### config.mk
export PLATFORM = sky130hd
export DESIGN_NAME = escaped_frame_deframer
export DESIGN_NICKNAME = d
export VERILOG_FILES = /design/src/design/efd_pkg.sv /design/src/design/efd_unescape.sv /design/src/design/efd_fifo.sv /design/src/design/efd_framer.sv /design/src/design/escaped_frame_deframer.sv
export SDC_FILE = /design/constraint.sdc
export NUM_CORES = 1
export LEC_CHECK = 0
export ABC_AREA = 1
export BUFFER_PORTS_ARGS = -buffer_cell sky130_fd_sc_hd__buf_2
export CORE_UTILIZATION = 54
export CTS_CLUSTER_DIAMETER = 60
export DETAILED_ROUTE_END_ITERATION = 8
export PLACE_DENSITY = 0.73
export SLEW_MARGIN = 20
export SYNTH_ARGS = -nofsm -noshare
export SYNTH_HDL_FRONTEND = slang
export SYNTH_HIERARCHICAL = 1
export SYNTH_SLANG_ARGS = --single-unit
### constraint.sdc
create_clock -name aclk -period 2.5 [get_ports aclk]
set_input_delay 0.25 -clock aclk [delete_from_list [all_inputs] [get_ports aclk]]
set_output_delay 0.25 -clock aclk [all_outputs]
set_load 0.03 [all_outputs]
### src/design/efd_pkg.sv
// Shared types and constants for the escaped frame deframer.
`timescale 1ns / 1ps

package efd_pkg;

    // Special byte values
    localparam logic [7:0] ESC_BYTE   = 8'h7D;
    localparam logic [7:0] ESC_XOR    = 8'h20;
    localparam logic [7:0] DELIM_BYTE = 8'h7E;
    localparam logic [7:0] SUM_GOOD   = 8'hFF;

    // Result kinds
    localparam logic [1:0] KIND_TYPE = 2'd0;
    localparam logic [1:0] KIND_DATA = 2'd1;
    localparam logic [1:0] KIND_END  = 2'd2;

    // Frame end status codes
    localparam logic [1:0] ST_OK      = 2'd0;
    localparam logic [1:0] ST_BAD_SUM = 2'd1;
    localparam logic [1:0] ST_BAD_LEN = 2'd2;

    // Configuration register indexes
    localparam int unsigned CFG_IDX_W = 2;
    localparam logic [CFG_IDX_W-1:0] CFG_ESCAPED_MODE = 2'd0;
    localparam logic [CFG_IDX_W-1:0] CFG_MAX_LENGTH   = 2'd1;
    localparam int unsigned CFG_DATA_W = 16;
    localparam logic [15:0] MAX_LENGTH_RESET = 16'd255;

    // Unescaped byte passed from the front end to the framer
    typedef struct packed {
        logic       is_delim;
        logic [7:0] data;
    } byte_item_t;

    // Framer phases, one-hot
    typedef enum logic [5:0] {
        PH_HUNT   = 6'b000001,
        PH_LEN_HI = 6'b000010,
        PH_LEN_LO = 6'b000100,
        PH_TYPE   = 6'b001000,
        PH_DATA   = 6'b010000,
        PH_CSUM   = 6'b100000
    } phase_t;

endpackage

### src/design/efd_unescape.sv
// Front end: accept raw bytes, strip escape sequences, tag delimiters.
`timescale 1ns / 1ps

module efd_unescape (
    input  logic                 aclk,
    input  logic                 aresetn,
    input  logic                 escaped_mode,
    input  logic                 s_valid,
    output logic                 s_ready,
    input  logic [7:0]           s_in_byte,
    input  logic                 q_full,
    output logic                 q_push,
    output efd_pkg::byte_item_t  q_push_data
);

    logic       escape_pending_reg;
    logic       escape_pending_next;
    logic       accept;
    logic       keep;
    logic [7:0] decoded;

    assign s_ready = !q_full;
    assign accept  = s_valid && !q_full;

    always_comb begin
        decoded             = s_in_byte;
        keep                = 1'b1;
        escape_pending_next = escape_pending_reg;
        if (accept) begin
            if (escaped_mode) begin
                if (escape_pending_reg) begin
                    decoded             = s_in_byte ^ efd_pkg::ESC_XOR;
                    escape_pending_next = 1'b0;
                end else if (s_in_byte == efd_pkg::ESC_BYTE) begin
                    // drop the escape byte itself
                    keep                = 1'b0;
                    escape_pending_next = 1'b1;
                end
            end else begin
                escape_pending_next = 1'b0;
            end
        end
    end

    assign q_push               = accept && keep;
    assign q_push_data.data     = decoded;
    assign q_push_data.is_delim = (decoded == efd_pkg::DELIM_BYTE);

    always_ff @(posedge aclk) begin
        if (!aresetn) begin
            escape_pending_reg <= 1'b0;
        end else begin
            escape_pending_reg <= escape_pending_next;
        end
    end

endmodule

### src/design/efd_fifo.sv
// Short queue of unescaped bytes between front end and framer.
`timescale 1ns / 1ps

module efd_fifo #(
    parameter int unsigned DEPTH = 4
) (
    input  logic                 aclk,
    input  logic                 aresetn,
    input  logic                 push,
    input  efd_pkg::byte_item_t  push_data,
    output logic                 full,
    input  logic                 pop,
    output logic                 empty,
    output efd_pkg::byte_item_t  pop_data
);

    localparam int unsigned PTR_W = (DEPTH > 1) ? $clog2(DEPTH) : 1;
    localparam int unsigned CNT_W = $clog2(DEPTH + 1);
    localparam logic [PTR_W-1:0] LAST_PTR = PTR_W'(DEPTH - 1);
    localparam logic [CNT_W-1:0] FULL_CNT = CNT_W'(DEPTH);

    efd_pkg::byte_item_t mem [DEPTH];

    logic [PTR_W-1:0] wr_ptr_reg, wr_ptr_next;
    logic [PTR_W-1:0] rd_ptr_reg, rd_ptr_next;
    logic [CNT_W-1:0] count_reg,  count_next;
    logic             do_push, do_pop;

    assign full     = (count_reg == FULL_CNT);
    assign empty    = (count_reg == '0);
    assign do_push  = push && !full;
    assign do_pop   = pop && !empty;
    assign pop_data = mem[rd_ptr_reg];

    always_comb begin
        wr_ptr_next = wr_ptr_reg;
        rd_ptr_next = rd_ptr_reg;
        count_next  = count_reg;
        if (do_push) begin
            wr_ptr_next = (wr_ptr_reg == LAST_PTR) ? '0 : wr_ptr_reg + 1'b1;
        end
        if (do_pop) begin
            rd_ptr_next = (rd_ptr_reg == LAST_PTR) ? '0 : rd_ptr_reg + 1'b1;
        end
        if (do_push && !do_pop) begin
            count_next = count_reg + 1'b1;
        end else if (do_pop && !do_push) begin
            count_next = count_reg - 1'b1;
        end
    end

    always_ff @(posedge aclk) begin
        if (do_push) begin
            mem[wr_ptr_reg] <= push_data;
        end
    end

    always_ff @(posedge aclk) begin
        if (!aresetn) begin
            wr_ptr_reg <= '0;
            rd_ptr_reg <= '0;
            count_reg  <= '0;
        end else begin
            wr_ptr_reg <= wr_ptr_next;
            rd_ptr_reg <= rd_ptr_next;
            count_reg  <= count_next;
        end
    end

endmodule

### src/design/efd_framer.sv
// Back end: frame state machine, checksum and registered result output.
`timescale 1ns / 1ps

module efd_framer (
    input  logic                 aclk,
    input  logic                 aresetn,
    input  logic [15:0]          max_length,
    input  logic                 q_empty,
    input  efd_pkg::byte_item_t  q_data,
    output logic                 q_pop,
    output logic                 m_valid,
    input  logic                 m_ready,
    output logic [1:0]           m_result_kind,
    output logic [7:0]           m_out_byte,
    output logic [1:0]           m_frame_status
);

    efd_pkg::phase_t phase_reg, phase_next;
    logic [7:0]  length_high_reg, length_high_next;
    logic [15:0] bytes_left_reg,  bytes_left_next;
    logic [7:0]  sum_reg,         sum_next;
    logic        m_valid_reg,     m_valid_next;
    logic [1:0]  kind_reg,        kind_next;
    logic [7:0]  out_byte_reg,    out_byte_next;
    logic [1:0]  status_reg,      status_next;

    logic        advance;
    logic [15:0] len;
    logic        len_bad;
    logic [15:0] left_dec;
    logic [7:0]  sum_add;
    logic [7:0]  b;

    assign b        = q_data.data;
    assign advance  = !m_valid_reg || m_ready;
    assign q_pop    = !q_empty && advance;
    assign len      = {length_high_reg, b};
    assign len_bad  = (len == '0) || (len > max_length);
    assign left_dec = bytes_left_reg - 16'd1;
    assign sum_add  = sum_reg + b;

    always_comb begin
        phase_next       = phase_reg;
        length_high_next = length_high_reg;
        bytes_left_next  = bytes_left_reg;
        sum_next         = sum_reg;
        m_valid_next     = m_valid_reg;
        kind_next        = kind_reg;
        out_byte_next    = out_byte_reg;
        status_next      = status_reg;
        if (advance) begin
            m_valid_next = 1'b0;
        end
        if (q_pop) begin
            case (phase_reg)
                efd_pkg::PH_LEN_HI: begin
                    length_high_next = b;
                    phase_next       = efd_pkg::PH_LEN_LO;
                end
                efd_pkg::PH_LEN_LO: begin
                    if (len_bad) begin
                        // rescan both length bytes as possible delimiters
                        if (length_high_reg == efd_pkg::DELIM_BYTE) begin
                            length_high_next = b;
                            phase_next       = efd_pkg::PH_LEN_LO;
                        end else if (q_data.is_delim) begin
                            phase_next = efd_pkg::PH_LEN_HI;
                        end else begin
                            phase_next = efd_pkg::PH_HUNT;
                        end
                        m_valid_next  = 1'b1;
                        kind_next     = efd_pkg::KIND_END;
                        out_byte_next = '0;
                        status_next   = efd_pkg::ST_BAD_LEN;
                    end else begin
                        bytes_left_next = len - 16'd1;
                        sum_next        = '0;
                        phase_next      = efd_pkg::PH_TYPE;
                    end
                end
                efd_pkg::PH_TYPE: begin
                    sum_next      = b;
                    phase_next    = (bytes_left_reg == '0) ? efd_pkg::PH_CSUM
                                                           : efd_pkg::PH_DATA;
                    m_valid_next  = 1'b1;
                    kind_next     = efd_pkg::KIND_TYPE;
                    out_byte_next = b;
                    status_next   = efd_pkg::ST_OK;
                end
                efd_pkg::PH_DATA: begin
                    sum_next        = sum_add;
                    bytes_left_next = left_dec;
                    if (left_dec == '0) begin
                        phase_next = efd_pkg::PH_CSUM;
                    end
                    m_valid_next  = 1'b1;
                    kind_next     = efd_pkg::KIND_DATA;
                    out_byte_next = b;
                    status_next   = efd_pkg::ST_OK;
                end
                efd_pkg::PH_CSUM: begin
                    sum_next      = sum_add;
                    phase_next    = efd_pkg::PH_HUNT;
                    m_valid_next  = 1'b1;
                    kind_next     = efd_pkg::KIND_END;
                    out_byte_next = '0;
                    status_next   = (sum_add == efd_pkg::SUM_GOOD) ? efd_pkg::ST_OK
                                                                   : efd_pkg::ST_BAD_SUM;
                end
                default: begin
                    phase_next = q_data.is_delim ? efd_pkg::PH_LEN_HI : efd_pkg::PH_HUNT;
                end
            endcase
        end
    end

    always_ff @(posedge aclk) begin
        if (!aresetn) begin
            phase_reg       <= efd_pkg::PH_HUNT;
            length_high_reg <= '0;
            bytes_left_reg  <= '0;
            sum_reg         <= '0;
            m_valid_reg     <= 1'b0;
        end else begin
            phase_reg       <= phase_next;
            length_high_reg <= length_high_next;
            bytes_left_reg  <= bytes_left_next;
            sum_reg         <= sum_next;
            m_valid_reg     <= m_valid_next;
        end
    end

    always_ff @(posedge aclk) begin
        kind_reg     <= kind_next;
        out_byte_reg <= out_byte_next;
        status_reg   <= status_next;
    end

    assign m_valid        = m_valid_reg;
    assign m_result_kind  = kind_reg;
    assign m_out_byte     = out_byte_reg;
    assign m_frame_status = status_reg;

endmodule

### src/design/escaped_frame_deframer.sv
// Top level of the escaped frame deframer: config registers and datapath wiring.
`timescale 1ns / 1ps

//  channel   | direction | handshake          | payload
//  ----------+-----------+--------------------+------------------------------------------
//  s_ (in)   | in        | s_valid / s_ready  | s_in_byte[7:0]
//  m_ (out)  | out       | m_valid / m_ready  | m_result_kind, m_out_byte, m_frame_status
//  cfg       | in        | cfg_we             | cfg_index, cfg_wdata
//
//  One raw byte is taken per cycle while the queue has room; one result leaves per cycle
//  while m_ready is high. An accepted byte is written to the queue; the framer pops it
//  once older bytes are gone and its output register is free, and loads any result for it
//  into that register. The output register is the only back-pressure point for the
//  framer; the front end keeps accepting until the queue (QUEUE_DEPTH entries) fills.
//  Reset clears the framer to hunting, drops any pending escape and empties the queue.

module escaped_frame_deframer #(
    parameter int unsigned QUEUE_DEPTH = 4
) (
    input  logic                           aclk,
    input  logic                           aresetn,
    // raw byte input
    input  logic                           s_valid,
    output logic                           s_ready,
    input  logic [7:0]                     s_in_byte,
    // results
    output logic                           m_valid,
    input  logic                           m_ready,
    output logic [1:0]                     m_result_kind,
    output logic [7:0]                     m_out_byte,
    output logic [1:0]                     m_frame_status,
    // configuration write port
    input  logic                           cfg_we,
    input  logic [efd_pkg::CFG_IDX_W-1:0]  cfg_index,
    input  logic [efd_pkg::CFG_DATA_W-1:0] cfg_wdata
);

    // Configuration registers; writes to unknown indexes fall through.
    logic        escaped_mode_reg;
    logic [15:0] max_length_reg;

    always_ff @(posedge aclk) begin
        if (!aresetn) begin
            escaped_mode_reg <= 1'b0;
            max_length_reg   <= efd_pkg::MAX_LENGTH_RESET;
        end else if (cfg_we) begin
            case (cfg_index)
                efd_pkg::CFG_ESCAPED_MODE: escaped_mode_reg <= cfg_wdata[0];
                efd_pkg::CFG_MAX_LENGTH:   max_length_reg   <= cfg_wdata[15:0];
                default: begin
                end
            endcase
        end
    end

    // Front end -> queue -> framer
    logic                q_push;
    efd_pkg::byte_item_t q_push_data;
    logic                q_full;
    logic                q_pop;
    logic                q_empty;
    efd_pkg::byte_item_t q_pop_data;

    // Strip escapes and flag delimiters as bytes arrive.
    efd_unescape u_unescape (
        .aclk         (aclk),
        .aresetn      (aresetn),
        .escaped_mode (escaped_mode_reg),
        .s_valid      (s_valid),
        .s_ready      (s_ready),
        .s_in_byte    (s_in_byte),
        .q_full       (q_full),
        .q_push       (q_push),
        .q_push_data  (q_push_data)
    );

    // Decouple acceptance from result back-pressure.
    efd_fifo #(
        .DEPTH (QUEUE_DEPTH)
    ) u_fifo (
        .aclk      (aclk),
        .aresetn   (aresetn),
        .push      (q_push),
        .push_data (q_push_data),
        .full      (q_full),
        .pop       (q_pop),
        .empty     (q_empty),
        .pop_data  (q_pop_data)
    );

    // Walk the frame: length check, type/data pass-through, checksum verdict.
    efd_framer u_framer (
        .aclk           (aclk),
        .aresetn        (aresetn),
        .max_length     (max_length_reg),
        .q_empty        (q_empty),
        .q_data         (q_pop_data),
        .q_pop          (q_pop),
        .m_valid        (m_valid),
        .m_ready        (m_ready),
        .m_result_kind  (m_result_kind),
        .m_out_byte     (m_out_byte),
        .m_frame_status (m_frame_status)
    );

endmodule
After elaboration in Yosys (flattened, before gate mapping)
Memories as Yosys holds them, arrays and structs flattened. A register that Yosys moved wholly into a read port is not among the register bits.
Index checks and enable logic that the tools add are counted.
W data, S select, Z words.
- register bits: 76
- word-level logic and storage cells: 118
- output and inout port bits: 14
- memories: 1
- bits in writable memories: 36
- input port bits: 31
- reductions and logical operators: 36
- $lt $le $gt $ge: 1
- muxes and demuxes: 41
- equality and inequality tests: 17
- bitwise gates (word level): 1
- add/sub/neg operators: 7
- memory list (memory ; words ; width ; read ports ; clocked after Yosys merged registers in ; write ports ; line ; RTL):
    u_fifo.mem ; 4 ; 9 ; 1 ; 1 ; 1 ; efd_fifo.sv:22 ; efd_pkg::byte_item_t mem [DEPTH];
- operators with widths (operator ; count):
    $logic_not A16 Y1 ; 3
    $pmux W8 S3 ; 2
    $mux W6 ; 7
    $mux W8 ; 4
    $pmux W16 S2 ; 1
    $sub A16 B1 Y16 const B ; 2
    $pmux W6 S5 ; 1
    $eq A8 B7 Y1 const B ; 3
    $gt A16 B16 Y1 ; 1
    $mux W16 ; 1
    $pmux W8 S2 ; 1
    $mux W1 ; 13
    $mux W2 ; 6
    $reduce_and A3 Y1 ; 4
    $add A8 B8 Y8 ; 1
    $eq A8 B8 Y1 const B ; 1
    $pmux W2 S4 ; 1
    $logic_and A1 B1 Y1 ; 7
    $eq A6 B2 Y1 const B ; 1
    $eq A6 B3 Y1 const B ; 1
    $eq A6 B4 Y1 const B ; 1
    $eq A6 B5 Y1 const B ; 1
    $eq A6 B6 Y1 const B ; 1
    $mux W3 ; 2
    22 further kinds ; 37

Longest topological paths before layout
Gate-level depths: netlist (run 1).
- depth in word-level cells: 11
- mapped depth: 24

Hierarchy
The synthesis (run 1) kept the hierarchy.
- modules (own cells, without submodules) (module ; area each (µm²) ; instances ; sequential area each (µm²) ; cells each):
    efd_framer ; 3791.1 ; 1 ; 1141.1 ; 570
    efd_fifo ; 1954.4 ; 1 ; 1261.2 ; 158
    escaped_frame_deframer ; 709.4 ; 1 ; 340.3 ; 95
    efd_unescape ; 196.4 ; 1 ; 20.0 ; 34

Worst setup path before layout (run 1)
No wires, ideal clock.
- kind: flip-flop to flip-flop
- from: reg with a tool-made name
- to: reg u_framer.status_reg[0], in the netlist u_framer/m_frame_status[0] (data pin)
- arrival time: 2299 ps
- cell stages (with the launch flop): 17
- path slack: -55 ps
- buffers on the path: 2
- cell sequence: dfxtp_1 buf_6 inv_8 buf_12 nor2_2 o22ai_2 ha_1 a21oi_1 nand2_1 a21oi_1 nor2_1 o21ai_0 nand2_1 nand2_1 nand2_1 nor3_1 nor2_1
- RTL lines (what ; line ; RTL):
    end signal: assignment ; efd_framer.sv:136 ; status_reg <= status_next;
    end: declaration ; efd_framer.sv:25 ; logic [1:0] status_reg, status_next;

==> results, run 1 <==
- The run finished, with violations left.
- The checks that failed: negative setup slack.
- The number of maximum-capacitance constraint violations is 0.
- The worst setup path category is reg2reg.
- The register with the most flip-flops in the layout has 36 of them.
- At the pin with the least slew margin, the transition time is 0.4779 ns.
- The H-tree was split into 4 levels.
- Dividing the final minimum period by the clock period gives 103.2%.
- The via count of the first global-routing pass is 5,640.
- The register area share after synthesis is between 40% and 50%.
- The leading cell type in the layout, fill and taps excluded is sky130_fd_sc_hd__nor2_1.
- The maximum number of pins on one net before global-route repair is 47.
- The power consumption is ~9.2 mW.
- STA classifies the critical path endpoint as a flip-flop.
- The remaining design rule violation count is 0.
- The count of vias placed by the detailed router is a little under 6,000.
- The initial core utilization is a little under three fifths.
- The total global routing overflow is 0.
- The sum of negative setup slack is -1.006 ns.
- The cell area after layout is about 0.0083 mm².
- Leaving out filler cells and counting taps, the final layout contains between 1,000 and 1,500.
- The all-layer global routing usage is 26.24%.
- Detailed routing placed a total of 8027 µm of wire on met2.
- TritonCTS built the clock tree.
- The core region is approximately 0.012 mm².
- In the layout the commonest cells are sky130_fd_sc_hd__nor2_1 (150), sky130_fd_sc_hd__nand2_1 (140), sky130_fd_sc_hd__inv_1 (104).
- Setup slack on the critical path of the routed design comes to -0.07963 ns.
- The final hold violation count is 0.
- The total of buffers placed on input and output ports is between 40 and 50.
- The clock arrives with 0.01078 ns of skew.
- The pre-antenna-repair detailed-routing pass consisted of 5 iterations.
- The area after detailed placement is 0.007262 mm².
- The number of instances in the synthesized netlist is between 800 and 900.
- Relative to the synthesized area, the layout overhead comes to 24.53%.
- The worst register-to-register path ends at u_framer/bytes_left_reg[14].
- Based on the critical path, the design can be clocked at up to just under 0.4 GHz.
- Summing every instance area after synthesis gives 0.006651 mm².
- For this block, wires on met1 add up to roughly 6700 µm.
- The data arrival time of the worst path is roughly 2.9 ns.
- After synthesis, the cell types taking the most area are sky130_fd_sc_hd__edfxtp_1 (22%), sky130_fd_sc_hd__dfxtp_1 (20%), sky130_fd_sc_hd__nor2_1 (8.7%).
- Power spread over the standard cell area amounts to around 1100 mW/mm².
- The combinational cell fraction of total power is between 40% and 50%.
- In this run the power spent charging and discharging nets is approximately 3.5 mW.
- The detail route stage leaves a number of antenna-violating nets equal to 0.
- The final number of setup-violating endpoints is 31.
- The number of placement rows is 40.
- The wire length reported by the detailed router is between 15,000 and 20,000 µm.
- The sequential group share of total power is between 20% and 30%.
- The distinct cell type count of the synthesized netlist is 47.
- In the detailed route, the total length drawn on met3 is about 900 µm.
- After detailed routing, the average wire length per cell comes to around 14 µm.
- In this run, the number of DRC markers left after iteration 0 of detailed routing was ~430.
- The internal power consumption is roughly 5.6 mW.
- The yosys synthesis warning count is 6.
- The fraction of final layout cells sized beyond drive strength 1 is between 20% and 30%.
- In this run switching power makes up around two fifths of total power.
- The endpoint of the worst setup timing path is u_framer/bytes_left_reg[14].
- The area of the die is 0.01277 mm².
- The number of enable-type register cells in the synthesized netlist is 48.
- The proportion of synthesized flip-flops having asynchronous set or reset is 0%.
- The via density per instance is 5.309.
- The first global-routing pass estimated between 20,000 and 30,000 µm of wire.
- The max-slew violation count is 0.
- At the end of routability-driven placement, the weighted congestion stood at roughly 0.9.
- The highest layer touched by signal routing is met4.
- The clock network latency to the later pin of the worst-skew pair is approximately 0.42 ns.
- The final period demand of the worst path is approximately 2.6 ns.
- The number of buffers created by CTS is 17.
- The worst hold-check path type is in2reg.
- In this run the horizontal extent of the chip is 113.0 µm.
- The boundary pin count is between 40 and 50.
- STA classifies the critical path startpoint as a flip-flop.
- The proportion of power drawn by the clock network is 26.8%.
- The root cell of the clock tree is sky130_fd_sc_hd__clkbuf_16.
- Measured on the finished design, the core utilization comes to approximately 69%.
- The number of filler cells placed in the layout is 944.
- The clock passes through at most 2 buffers.
- The number of antenna cells inserted is 0.
- The worst-case IR drop observed on VDD is roughly 0.69 mV.
- Detailed placement finished with a half-perimeter wire length of approximately 11,000 µm.
- The total nets after synthesis is approximately 900.
- Of all nets on the critical path, the largest fanout is 16.
- The critical path required time is about 2.9 ns.
- The number of buffers added to fix hold violations after cts is 0.
- The initial antenna violation count is 0.
- Of the post-synthesis cell area, the dominant cell type holds 21.67%.
- In this run, synthesis produced a sequential element count of about 110.
- CTS saw around 110 sinks.
- The die outline height is roughly 110 µm.
- The flip-flop cell with the highest count after synthesis is sky130_fd_sc_hd__dfxtp_1.
- The cell accounting for the most synthesized area is sky130_fd_sc_hd__edfxtp_1.
- Setup repair after global routing could not meet its margin everywhere.
- The reported leakage power is between 3 and 4 nW.
- A synthesized cell averages approximately 7.8 µm².
- The number of nets in the finished design is between 1,000 and 1,500.
- The worst hold path was traced through 3 stages.
- The count of placed standard cells including taps is 1,072.
- Headroom to the max-slew limit came out at around two thirds.
- Clock-pin slew was measured on the worst setup and hold paths at about 0.05 ns.
- The number of cells on the worst reg-to-reg path is 17.
- The worst register-to-register path has a setup slack of -0.08 ns.
==> cell usage after synthesis (3+ instances only) <==
master,number
sky130_fd_sc_hd__nor2_1,155
sky130_fd_sc_hd__nand2_1,147
sky130_fd_sc_hd__inv_1,107
sky130_fd_sc_hd__dfxtp_1,66
sky130_fd_sc_hd__o21ai_0,57
sky130_fd_sc_hd__nand3_1,49
sky130_fd_sc_hd__edfxtp_1,48
sky130_fd_sc_hd__a21oi_1,36
sky130_fd_sc_hd__ha_1,32
sky130_fd_sc_hd__nand4_1,17
sky130_fd_sc_hd__nor2_2,16
sky130_fd_sc_hd__nand2_2,14
sky130_fd_sc_hd__xnor2_1,11
sky130_fd_sc_hd__buf_2,9
sky130_fd_sc_hd__o22ai_2,9
sky130_fd_sc_hd__buf_4,7
sky130_fd_sc_hd__nor3_1,7
sky130_fd_sc_hd__o22ai_1,5
sky130_fd_sc_hd__buf_6,4
sky130_fd_sc_hd__clkbuf_1,4
sky130_fd_sc_hd__inv_2,4
sky130_fd_sc_hd__o21ai_1,4
sky130_fd_sc_hd__o21bai_1,4
sky130_fd_sc_hd__xor2_1,4
sky130_fd_sc_hd__a31oi_1,3
sky130_fd_sc_hd__mux2i_1,3
sky130_fd_sc_hd__nand2_4,3
sky130_fd_sc_hd__nand3_2,3
sky130_fd_sc_hd__nor2_4,3
==> power groups by stage <==
stage | combinational (mW) | sequential (mW) | clock [mW]
final | 4.29 | 2.43 | 2.46
after floorplan | 2.52 | 2.43 | 0
after global placement | 3.61 | 2.43 | 0
after detailed placement | 3.66 | 2.44 | 0
after global routing | 4.69 | 2.45 | 2.59
after CTS | 3.84 | 2.40 | 2.50
==> critical path, cell delays in order, from the launching register on <==
cell and delay, ns:
sky130_fd_sc_hd__dfxtp_4 0.36, sky130_fd_sc_hd__buf_12 0.15, sky130_fd_sc_hd__inv_16 0.09, sky130_fd_sc_hd__o21ai_0 0.10, sky130_fd_sc_hd__o22ai_2 0.31, sky130_fd_sc_hd__ha_1 0.31, sky130_fd_sc_hd__nand2_1 0.07, sky130_fd_sc_hd__nor2_2 0.04
sky130_fd_sc_hd__nand2_1 0.08, sky130_fd_sc_hd__nand2_2 0.06, sky130_fd_sc_hd__nand2_2 0.06, sky130_fd_sc_hd__nand2_2 0.06, sky130_fd_sc_hd__nand2_4 0.10, sky130_fd_sc_hd__nand3_4 0.16, sky130_fd_sc_hd__a21oi_4 0.25, sky130_fd_sc_hd__buf_6 0.15
sky130_fd_sc_hd__nor2_1 0.04, sky130_fd_sc_hd__nor2_1 0.11
==> cells by family after synthesis <==
kind of cell | share of synthesized area, %
flops | 41.53
simple gates | 28.76
compound gates | 11.06
buf+inv | 9.593
xor+xnor | 1.975
mux | 0.4515
fa+ha+maj | 6.621
==> layer usage <==
layer | vias to the layer above | track usage [%]
met1 | 2718 | 30.79
met2 | 183 | 45.47
li1 | 3010 | -
met3 | 46 | 5.088
met5 | - | 0
met4 | 0 | 14.21
==> worst min path at each step <==
stage	startpoint	endpoint
5_1_grt	cfg_wdata[12]	max_length_reg[12]
4_1_cts	s_in_byte[2]	u_fifo/mem[1][2]
3_5_place_dp	max_length_reg[4]	max_length_reg[4]
6_report	cfg_wdata[9]	max_length_reg[9]
3_3_place_gp	max_length_reg[7]	max_length_reg[7]
2_1_floorplan	aresetn	u_fifo/wr_ptr_reg[0]
==> stage by stage <==
step           hold slack [ns]  worst slack (ns)
5_1_grt                0.05936           -0.2578
3_5_place_dp            0.4474           -0.1339
3_3_place_gp            0.4439           -0.1086
4_1_cts                0.04119          -0.01844
6_report               0.05502          -0.07963
2_1_floorplan           0.3705           0.01430
==> final cells by class <==
| type | count | area (µm²) | share of cell area (%) |
|---|---|---|---|
| timing repair inverter | 1 | 7.507 | 0.09063 |
| tap | 147 | 183.9 | 2.221 |
| sequential | 114 | 2768 | 33.41 |
| timing repair buffer | 110 | 782.0 | 9.441 |
| clock inverter | 11 | 161.4 | 1.949 |
| clock buffer | 21 | 440.4 | 5.317 |
| inverter | 115 | 460.4 | 5.559 |
| multi-input combinational | 603 | 3480 | 42.01 |
==> timing repair <==
action / 4_1_cts / 5_1_grt
pin swaps: 5 / 25
gates cloned: 2 / 3
gates resized for setup: 20 / 65
endpoints found under the setup margin: 38 / 50
setup buffers: 4 / 10
Power figures use the tool's default switching activity.
==> run 2: changes to the inputs <==
- PLACE_DENSITY: 0.73 -> 0.71
==> run 2 against run 1 <==
Against the previous run:
- sequential cell count unchanged
- combinational power increased by 17%
- critical path depth rose by 1
- global-route usage increased by 1.2 points
- die area unchanged
- clock skew is 0.0028 ns lower
- the flow still finishes with violations (negative setup slack)
- clock power about the same
- sequential power barely moved
- register-to-register slack worse by 0.08 ns
- final area up 5.1%
==> results, run 2 (synthesized netlist as in run 1, its figures left out) <==
- The flow ran to the end, but the final reports show violations.
- The final reports fail on negative setup slack.
- The count of vias placed by the detailed router is 6,294 (+5.7%).
- Leaving out fill and tap cells, the most frequent cells in the layout are sky130_fd_sc_hd__nor2_1 (143), sky130_fd_sc_hd__nand2_1 (140), sky130_fd_sc_hd__inv_1 (102).
- The switching power of the nets is 4.094 mW (+15%).
- The worst setup path category is reg2reg.
- The reported leakage power came to 3.889 nW (+3.2%).
- The least setup slack across all paths after layout is -0.1585 ns (-0.07889 ns).
- The post-DP HPWL was 12,130 µm (+8.1%).
- In this run the worst hold path is classified as in2reg.
- The root cell of the clock tree is sky130_fd_sc_hd__clkbuf_16.
- The smallest hold slack was 0.05563 ns (+0.0006163 ns).
- For hold timing, the worst endpoint is max_length_reg[11].
- The remaining design rule violation count came to 0 (unchanged).
- The critical path required time was 2.85 ns (about the same).
- The switching share of power is 41.46% (+2.8 points).
- The number of buffers created by CTS is 17 (unchanged).
- The via density per instance was 5.545 (+4.4%).
- The core outline area is 0.01201 mm² (unchanged).
- The register clock-pin slew on the reported worst setup and hold paths is 0.06 ns (about the same).
- The internal power consumption came to 5.781 mW (+2.6%).
- The total of buffers placed on input and output ports is 44 (unchanged).
- The maximum number of pins on one net before global-route repair is 32 (-32%).
- The final number of setup-violating endpoints is 49 (+58%).
- The wire length reported by the detailed router came to 18,190 µm (+13%).
- The combinational cell fraction of total power is 50.6% (+3.9 points).
- The final hold violation count came to 0 (unchanged).
- The max-slew violation count is 0 (unchanged).
- The initial antenna violation count was 0 (unchanged).
- The worst reg-to-reg path cell count was 18 (+1).
- The worst-case setup slack after placement came to -0.2216 ns (-0.08768 ns).
- The reg-to-reg setup timing slack is -0.16 ns (-0.08 ns).
- The worst slew margin relative to its limit was 54.28% (-14 points).
- The type of element capturing the critical path is a flip-flop.
- The peak ir drop on the vdd network is 0.8421 mV (+22%).
- The area added between synthesis and finish is 30.89%.
- The top achievable clock speed is 0.3761 GHz (-3.0%).
- The H-tree level count is 4 (unchanged).
- The number of violations reported at the end of detailed-routing iteration 0 is 511 (+20%).
- The startpoint identified for the worst hold timing path is cfg_wdata[11].
- The maximum fanout encountered on the critical timing path came to 7 (-9).
- In this run the critical register-to-register path is captured at u_framer/bytes_left_reg[7].
- The boundary pin count is 45 (unchanged).
- The number of antenna cells inserted is 0 (unchanged).
- The number of maximum-capacitance constraint violations is 0 (unchanged).
- The clock network latency to the later pin of the worst-skew pair came to 0.42 ns (about the same).
- The initial core utilization is 55.37% (unchanged).
- The fraction of the cycle the final worst path needs is 106.3% (+3.2 points).
- The all-layer global routing usage is 27.46% (+1.2 points).
- The average wire per standard cell is 16.03 µm (+11%).
- The startpoint type of the worst setup path is a flip-flop.
- The worst hold path cell count is 3 (unchanged).
- The proportion of power drawn by the clock network is 24.7% (-2.1 points).
- Leaving out fill and tap cells, the most frequent cell in the layout is sky130_fd_sc_hd__nor2_1.
- The number of clock sinks seen by CTS came to 114 (unchanged).
- The sum of negative setup slack is -3.776 ns (-2.770 ns).
- The area of the die is 0.01277 mm² (unchanged).
- The number of filler cells placed in the layout was 844 (-11%).
- The deepest clock path buffer count was 2 (unchanged).
- The power density over cell area is 1134 mW/mm² (+2.4%).
- The via count of the first global-routing pass came to 5,753 (+2.0%).
- The cell area after layout is 0.008706 mm² (+5.1%).
- The detailed-router iteration count before antenna repair was 5 (unchanged).
- The sequential group share of total power came to 24.7% (-1.7 points).
- The final weighted congestion in routability-driven placement came to 0.8805 (-3.0%).
- The slew at the pin with the worst max-slew slack is 0.6858 ns (+0.2079 ns).
- The total global routing overflow is 0 (unchanged).
- The wire length of the first global-routing pass is 27,110 µm (+4.6%).
- The number of buffers added to fix hold violations after cts was 0 (unchanged).
- The final period demand of the worst path is 2.659 ns (+0.07889 ns).
- The data arrival time of the worst path came to 3.01 ns (+0.08 ns).
- The fraction of final layout cells sized beyond drive strength 1 was 29.55% (+5.1 points).
- TritonCTS built the clock tree.
- The die outline height is 113.0 µm (unchanged).
- The number of nets in the finished design was 1,040 (+1.3%).
- Setup repair after global routing could not meet its margin everywhere.
- The number of flip-flops in the largest register came to 36 (unchanged).
- The remaining antenna violation count was 0 (unchanged).
- The number of placement rows is 40 (unchanged).
- The worst clock skew came to 0.007944 ns (-0.002837 ns).
- The area after detailed placement was 0.007337 mm² (+1.0%).
- The horizontal die dimension is 113.0 µm (unchanged).
==> run 2: worst max path at each step <==
stage | slack (ns) | start | to
floorplan | 0.01 | flip-flop | u_framer/m_frame_status[0]
global placement | -0.12 | flip-flop | u_framer/m_frame_status[0]
detailed placement | -0.22 | flip-flop | u_framer/m_frame_status[0]
CTS | -0.07 | flip-flop | u_framer/m_frame_status[0]
global route | -0.27 | flip-flop | u_framer/m_frame_status[0]
finish | -0.16 | flip-flop | u_framer/bytes_left_reg[7]
==> run 2: metrics by stage <==
step	utilization (%)	instances	power [mW]
4_1_cts	68.18	1120	9.098
3_5_place_dp	61.08	1082	6.279
2_1_floorplan	-	857	4.950
6_report	72.48	1135	9.876
3_3_place_gp	61.08	1082	6.154
5_1_grt	72.48	1135	10.41
==> run 2: layer usage <==
metal  global-route usage (%)  routed length, µm
met2                    46.63               8776
met4                    11.49                645
met5                        0                  0
met3                    7.445               1155
met1                    32.97               7614
==> run 2: repair_timing <==
item / 4_1_cts / 5_1_grt
gates resized for setup: 59 / 102
pin swaps: 13 / 48
cloned: 1 / 6
endpoints found under the setup margin: 49 / 51
buffers inserted: 5 / 10
==> run 2: area by class of cell <==
cell class / count / area (µm²) / area share (%)
inverter: 115 / 459.2 / 5.274
clock buffer: 17 / 425.4 / 4.886
timing repair inverter: 2 / 17.52 / 0.2012
tap: 147 / 183.9 / 2.113
timing repair buffer: 121 / 895.9 / 10.29
clock inverter: 15 / 170.2 / 1.955
sequential: 114 / 2768 / 31.79
multi-input combinational: 604 / 3786 / 43.49
==> run 2: worst max-delay path, cell delays in order (launching register included) <==
cell and delay [ns]:
sky130_fd_sc_hd__dfxtp_4 0.36, sky130_fd_sc_hd__buf_12 0.15, sky130_fd_sc_hd__inv_12 0.07, sky130_fd_sc_hd__buf_8 0.11, sky130_fd_sc_hd__nor2_4 0.04, sky130_fd_sc_hd__o22ai_4 0.30, sky130_fd_sc_hd__ha_4 0.27, sky130_fd_sc_hd__a21oi_2 0.14
sky130_fd_sc_hd__nand2_1 0.07, sky130_fd_sc_hd__nand2_1 0.06, sky130_fd_sc_hd__nand2_1 0.05, sky130_fd_sc_hd__nand2_1 0.06, sky130_fd_sc_hd__nand2_1 0.06, sky130_fd_sc_hd__nand2_2 0.11, sky130_fd_sc_hd__nand3_4 0.16, sky130_fd_sc_hd__a21oi_4 0.25
sky130_fd_sc_hd__buf_6 0.19, sky130_fd_sc_hd__nor2_2 0.04, sky130_fd_sc_hd__nor2_1 0.09
==> run 2: power groups by stage <==
stage          sequential, mW  combinational, mW  clock (mW)
2_1_floorplan            2.43               2.52           0
3_3_place_gp             2.43               3.72           0
3_5_place_dp             2.44               3.84           0
4_1_cts                  2.42               4.21        2.47
5_1_grt                  2.46               5.39        2.56
6_report                 2.44               5.00        2.44
